## src/rtl/csvs_ram.sv

```systemverilog
// Generic simple dual-port RAM with one write port and a registered read port.
module csvs_ram #(
  parameter int WIDTH = 8,
  parameter int DEPTH = 256
) (
  input  logic                     clk,
  input  logic                     we,
  input  logic [$clog2(DEPTH)-1:0] waddr,
  input  logic [WIDTH-1:0]         wdata,
  input  logic [$clog2(DEPTH)-1:0] raddr,
  output logic [WIDTH-1:0]         rdata
);

  logic [WIDTH-1:0] mem [DEPTH];

  // Write port and registered read.
  always_ff @(posedge clk) begin
    if (we) begin
      mem[waddr] <= wdata;
    end
    rdata <= mem[raddr];
  end

endmodule

```

## config.mk

```make
export PLATFORM = sky130hd
export DESIGN_NAME = csvs_ram
export DESIGN_NICKNAME = d
export VERILOG_FILES = /design/src/rtl/csvs_ram.sv
export SDC_FILE = /design/constraint.sdc
export NUM_CORES = 2
export LEC_CHECK = 0
export BUFFER_PORTS_ARGS = -buffer_cell sky130_fd_sc_hd__buf_2
export CAP_MARGIN = 20
export CORE_MARGIN = 8
export CORE_UTILIZATION = 40
export CTS_BUF_LIST = sky130_fd_sc_hd__clkbuf_8
export CTS_CLUSTER_SIZE = 25
export DETAILED_ROUTE_END_ITERATION = 7
export HOLD_SLACK_MARGIN = 0.12
export PLACE_DENSITY_LB_ADDON = 0.05
export SLEW_MARGIN = 20
export SYNTH_ARGS = -nofsm -noshare
export SYNTH_HDL_FRONTEND = slang
export SYNTH_SLANG_ARGS = --single-unit
```

## constraint.sdc

```tcl
create_clock -name clk -period 2.5 [get_ports clk]
set_clock_uncertainty 0.2 [all_clocks]
set_input_delay 0.25 -clock clk [delete_from_list [all_inputs] [get_ports clk]]
set_output_delay 0.25 -clock clk [all_outputs]
set_load 0.05 [all_outputs]
```

After elaboration in Yosys (flattened, before gate mapping)
Memory sizes are Yosys's and may differ from the RTL's. A register that Yosys moved wholly into a read port is not among the register bits. Index checks and enable logic that the tools add are counted. Widths: inputs -> output; s select.

Register bits: 0. Latch bits: 0. Memory bits (writable): 2048. Memory bits (read-only): 0. Bits of input ports: 26. Output and inout port bits: 8. Word-level logic and storage cells: 3. Memories kept: 1.

Memories: mem (words 256, bits a word 8, rd ports 1, clocked after memory_dff 1, wr ports 1, line 14) `logic [WIDTH-1:0] mem [DEPTH];`.

$add $sub $neg: 0. $mul: 0. Divide/modulo/power cells: 0. Order comparisons: 0. Equal/unequal tests: 0. Shifts and indexed selects: 0. Muxes and demuxes: 2. Bitwise logic cells: 0. Reduce and logical (&&, ||, !) cells: 0.

Operator list (number): $mux 1 (2).

Depth between registers and ports, before layout
Depth in word-level cells: 2. Depth in mapped cells: 11. Mapped depth without buffers: 6.

Worst setup path after synthesis
Ideal clock, no wire load.

Path type: input -> register. Start: in raddr[0]. End: reg rdata[2], read port of mem. Library setup time: 131 ps. Arrival: 2057 ps. Setup slack: 112 ps. Cell stages on the path: 9. Cells stage by stage: buf_6 buf_12 buf_8 buf_2 mux4_2 a22oi_1 a21oi_1 nor4_1 nor4_2.

RTL lines: start: declaration (line 10) `input logic [$clog2(DEPTH)-1:0] raddr,`; end: declaration (line 11) `output logic [WIDTH-1:0] rdata`.

==> flow_summary_export.csv <==
group,metric,value,unit
worst_setup_path,critical_path.reg2reg.endpoint,"rdata[5]$_DFF_P_",
grt,grt_util_all_layers,0.2137,
finish,commonest_non_fill_non_tap_cell_in_the_layout,"edfxtp_1",
die,floorplan.io_pins,34,
logic_synthesis,synth.net_count,3759,
power_and_ir_drop,leakagePower,0.03131,uW
logic_synthesis,average_cell_area_after_synthesis,21.31,um^2
cts,master_cell_of_the_clock_root_buffer,"clkbuf_8",
timing,fmaxAchievable,0.3972,GHz
worst_setup_path,cp_data_arrival_time,3220,ps
die,rows,163,
finish,area_growth,19.98,%
timing,slew_viol_final,0,
grt,grt_overflow_total,0,
grt,grt_start_max_net_pins,105,
timing,timing.max_slew.rel_slack,0.3555,
drt,dr.first_iter.drc_count,4002,
finish,fraction_of_layout_cells_with_a_size_suffix_above_1,0.3473,
hold_path,timing.hold.worst.class,"primary input to register",
logic_synthesis,total_of_flip_flops_plus_latches_after_synthesis,2056,
logic_synthesis,multiplexer_fraction_of_the_synthesized_cell_area,0.1462,
drt,first_pass_iters,5,
worst_setup_path,critical_path_required,3200,ps
drt,routed_wire_length_per_instance,30.47,um
worst_setup_path,critical_register_to_register_path_startpoint,"mem[211][5]$_DFFE_PP_",
cts,clkLatencyLatePin,1040,ps
logic_synthesis,synth_sequential_area_ratio,0.7750,
worst_setup_path,crit_start,"mem[211][5]$_DFFE_PP_",
logic_synthesis,yosys.area_share.xor_xnor,0,
worst_setup_path,worstRegToRegCells,7,
worst_setup_path,reg2reg_setup_slack,-20,ps
worst_setup_path,critical_path.endpoint,"rdata[5]$_DFF_P_",
power_and_ir_drop,intPower,54880,uW
placed_design,io_buffers,33,
timing,finalWorstSetupSlack,-17.88,ps
power_and_ir_drop,ir_drop,462.3,uV
logic_synthesis,synth-async-reset-ratio,0,
grt,antenna_found_initial,14,
placed_design,numPlacedInstances,6868,
cts,tritoncts,"yes",
timing,timing.final.crit_share,1.007,
cts,path_clk_slew,60,ps
logic_synthesis,synth-simple-area-share,0.02628,
worst_setup_path,slowest_stage,"mux4_2",
timing,timing.setup.tns,-17.88,ps
die,fp.dieArea,213400,um^2
drt,finalWirelength,229400,um
logic_synthesis,syn-cell-area,79560,um^2
worst_setup_path,critical_path.max_fanout,1,
drt,ant_nets,0,
power_and_ir_drop,power-per-cell-area,743.6,nW/um^2
cts,tritoncts.num_buffers,358,
finish,final_cell_area,95450,um^2
finish,count_of_fill_cells_added_during_filler_insertion,16445,
placed_design,dp_hpwl,148600,um
finish,multi_input_comb_area,16870,um^2
logic_synthesis,synthDistinctLibCells,55,
power_and_ir_drop,netSwitchingPower,16100,uW
finish,final_cell_mix,"edfxtp_1 (2048), buf_4 (599), mux4_2 (455), clkbuf_8 (372), nor2_1 (275)",
die,die_height,462.0,um
logic_synthesis,synth_enable_flop_cells,2048,
worst_setup_path,startpoint_type,"register",
drt,vias,41647,
placed_design,placed_cell_area,88130,um^2
finish,register_area,61660,um^2
finish,final_core_utilization,0.4835,
logic_synthesis,netlist_instances,3733,
logic_synthesis,synth_largest_area_cell,"edfxtp_1",
power_and_ir_drop,power.share.switching,0.2268,
cts,sink_count,2056,
power_and_ir_drop,power_frac_seq,0.536,
timing,fin_crit,2518,ps
run_status,status,"complete, but fails checks",
drt,detail_route.vias_per_cell,5.531,
timing,final_hold_viol_count,0,
grt,grt_pass1_wl,326500,um
power_and_ir_drop,clkPwrFrac,0.401,
finish,nNetsFinal,4654,
power_and_ir_drop,total_power,70980,uW
logic_synthesis,dominant_combinational_cell_family_by_area_after_synthesis,"multiplexers",
drt,drc,0,
placed_design,placer_congestion,0.8069,
logic_synthesis,synth.top_cell.area_share,0.7730,
cts,h-tree-depth,5,
cts,clockBufferDepth,4,
worst_setup_path,worst-setup-path-type,"register to register",
logic_synthesis,synthesized_area_fraction_occupied_by_ao_oa_aoi_and_oai_cells,0.03419,
timing,finalSetupViolations,1,
logic_synthesis,post_synth_main_area_contributors,"edfxtp_1 (77%), mux4_2 (13%), mux2i_1 (1.7%)",
worst_setup_path,crit_chain,"mux4_2 -> a22o_1 -> a221oi_2 -> buf_4 -> o32ai_4 -> nor3_4 -> nor4_2",
grt,via_count_of_the_first_global_routing_pass,43991,
logic_synthesis,post_synth_fa_ha_maj_area_fraction,0,
die,floorplan.initialDensity,0.4030,
die,die_w,462.0,um
timing,worst-slew-pin-transition,966.8,ps
logic_synthesis,synth_warn,0,
run,drv.max_cap_violation_count,0,
timing,rsz0062_at_grt,"true",
worst_setup_path,peak_per_stage_delay_on_the_critical_path,500,ps
die,core-area,197400,um^2
worst_setup_path,critical_path.endpoint_type,"register",
finish,post_layout_nonfiller_instances,7530,
logic_synthesis,ys_dominant_reg_cell,"edfxtp_1",
run_status,violations_in_the_final_reports,"negative setup slack",
power_and_ir_drop,share_comb_of_total_power,0.063,
-- how the worst min path moves through the flow --
stage	end	cells after the start	start
floorplan	mem[0][0]$_DFFE_PP_	0	wdata[0]
global placement	mem[56][6]$_DFFE_PP_	1	wdata[6]
detailed placement	mem[53][6]$_DFFE_PP_	1	wdata[6]
CTS	rdata[6]$_DFF_P_	8	raddr[3]
global route	mem[94][7]$_DFFE_PP_	2	wdata[7]
finish	mem[114][7]$_DFFE_PP_	2	wdata[7]
-- per-stage QoR --
| step | hold WS, ps | setup WS [ps] |
|---|---|---|
| after CTS | 140.8 | -41.79 |
| after global routing | 191.7 | -17.85 |
| after global placement | 379.4 | -1614 |
| after detailed placement | 387.6 | -1266 |
| final | 255.5 | -17.88 |
| after floorplan | 148.9 | 112.1 |
-- per-layer routing --
layer	wire (um)	vias up	track usage
li1	-	17545	-
met1	97940	22318	0.2956
met2	112500	1432	0.3533
met3	13350	352	0.03674
met4	5571	0	0.05730
met5	0	-	0
-- flip-flops by register name, summed over array words and instances (netlist names) --
register,count
rdata,8
mem,2048
-- layout make-up --
| type | instances | share of cell area |
|---|---|---|
| flip-flops and latches | 2056 | 0.6460 |
| inverters | 2 | 0.00007865 |
| clock inverters | 245 | 0.01438 |
| well taps | 2640 | 0.03461 |
| clock buffers | 371 | 0.05349 |
| multi-input cells | 1442 | 0.1768 |
| diodes | 6 | 0.0001573 |
| repair buffers | 768 | 0.07455 |
-- logic make-up (layout without fill, tap and decap cells) --
kind of cell    after synthesis  after routing
simple gates                466            466
buf+inv                     235           1386
mux                         591            591
flops                      2056           2056
compound gates              385            385
other cells                   0              6
-- power by group through the flow --
stage | logic [uW] | registers, uW | clock network (uW)
final | 4440 | 38100 | 28500
after global routing | 4680 | 38000 | 30800
after CTS | 4490 | 38100 | 29300
after detailed placement | 4330 | 38800 | 0
after global placement | 4250 | 38800 | 0
after floorplan | 1850 | 38800 | 0
-- synth_stat cells, types with 13 or more instances --
| cell | number |
|---|---|
| buf_2 | 31 |
| nand3_1 | 34 |
| nor2_1 | 282 |
| o22ai_1 | 28 |
| buf_8 | 13 |
| nor4_1 | 24 |
| nor2b_1 | 31 |
| buf_4 | 27 |
| clkbuf_1 | 111 |
| a22oi_1 | 133 |
| nor3_1 | 22 |
| o221ai_1 | 46 |
| mux4_2 | 454 |
| a211oi_1 | 16 |
| buf_6 | 21 |
| mux2i_1 | 134 |
| buf_1 | 22 |
| a221oi_1 | 13 |
| a21oi_1 | 96 |
| edfxtp_1 | 2048 |
| nand2_1 | 33 |
-- critical path, delay by kind of cell (launching register included) --
kind / cells / cell delay [ps]
mux: 1 / 500
compound gates: 3 / 630
buf+inv: 1 / 200
flops: 1 / 370
simple gates: 2 / 470
-- timing repair --
item / in CTS / in global routing
hold buffers: 44 / 0
pin swaps: 22 / 12
endpoints found under the hold margin: 3966 / 0
gates resized for setup: 43 / 29
buffers inserted: 0 / 0
endpoints found under the setup margin: 7 / 24
No activity file was read; power rests on OpenSTA's default activity.
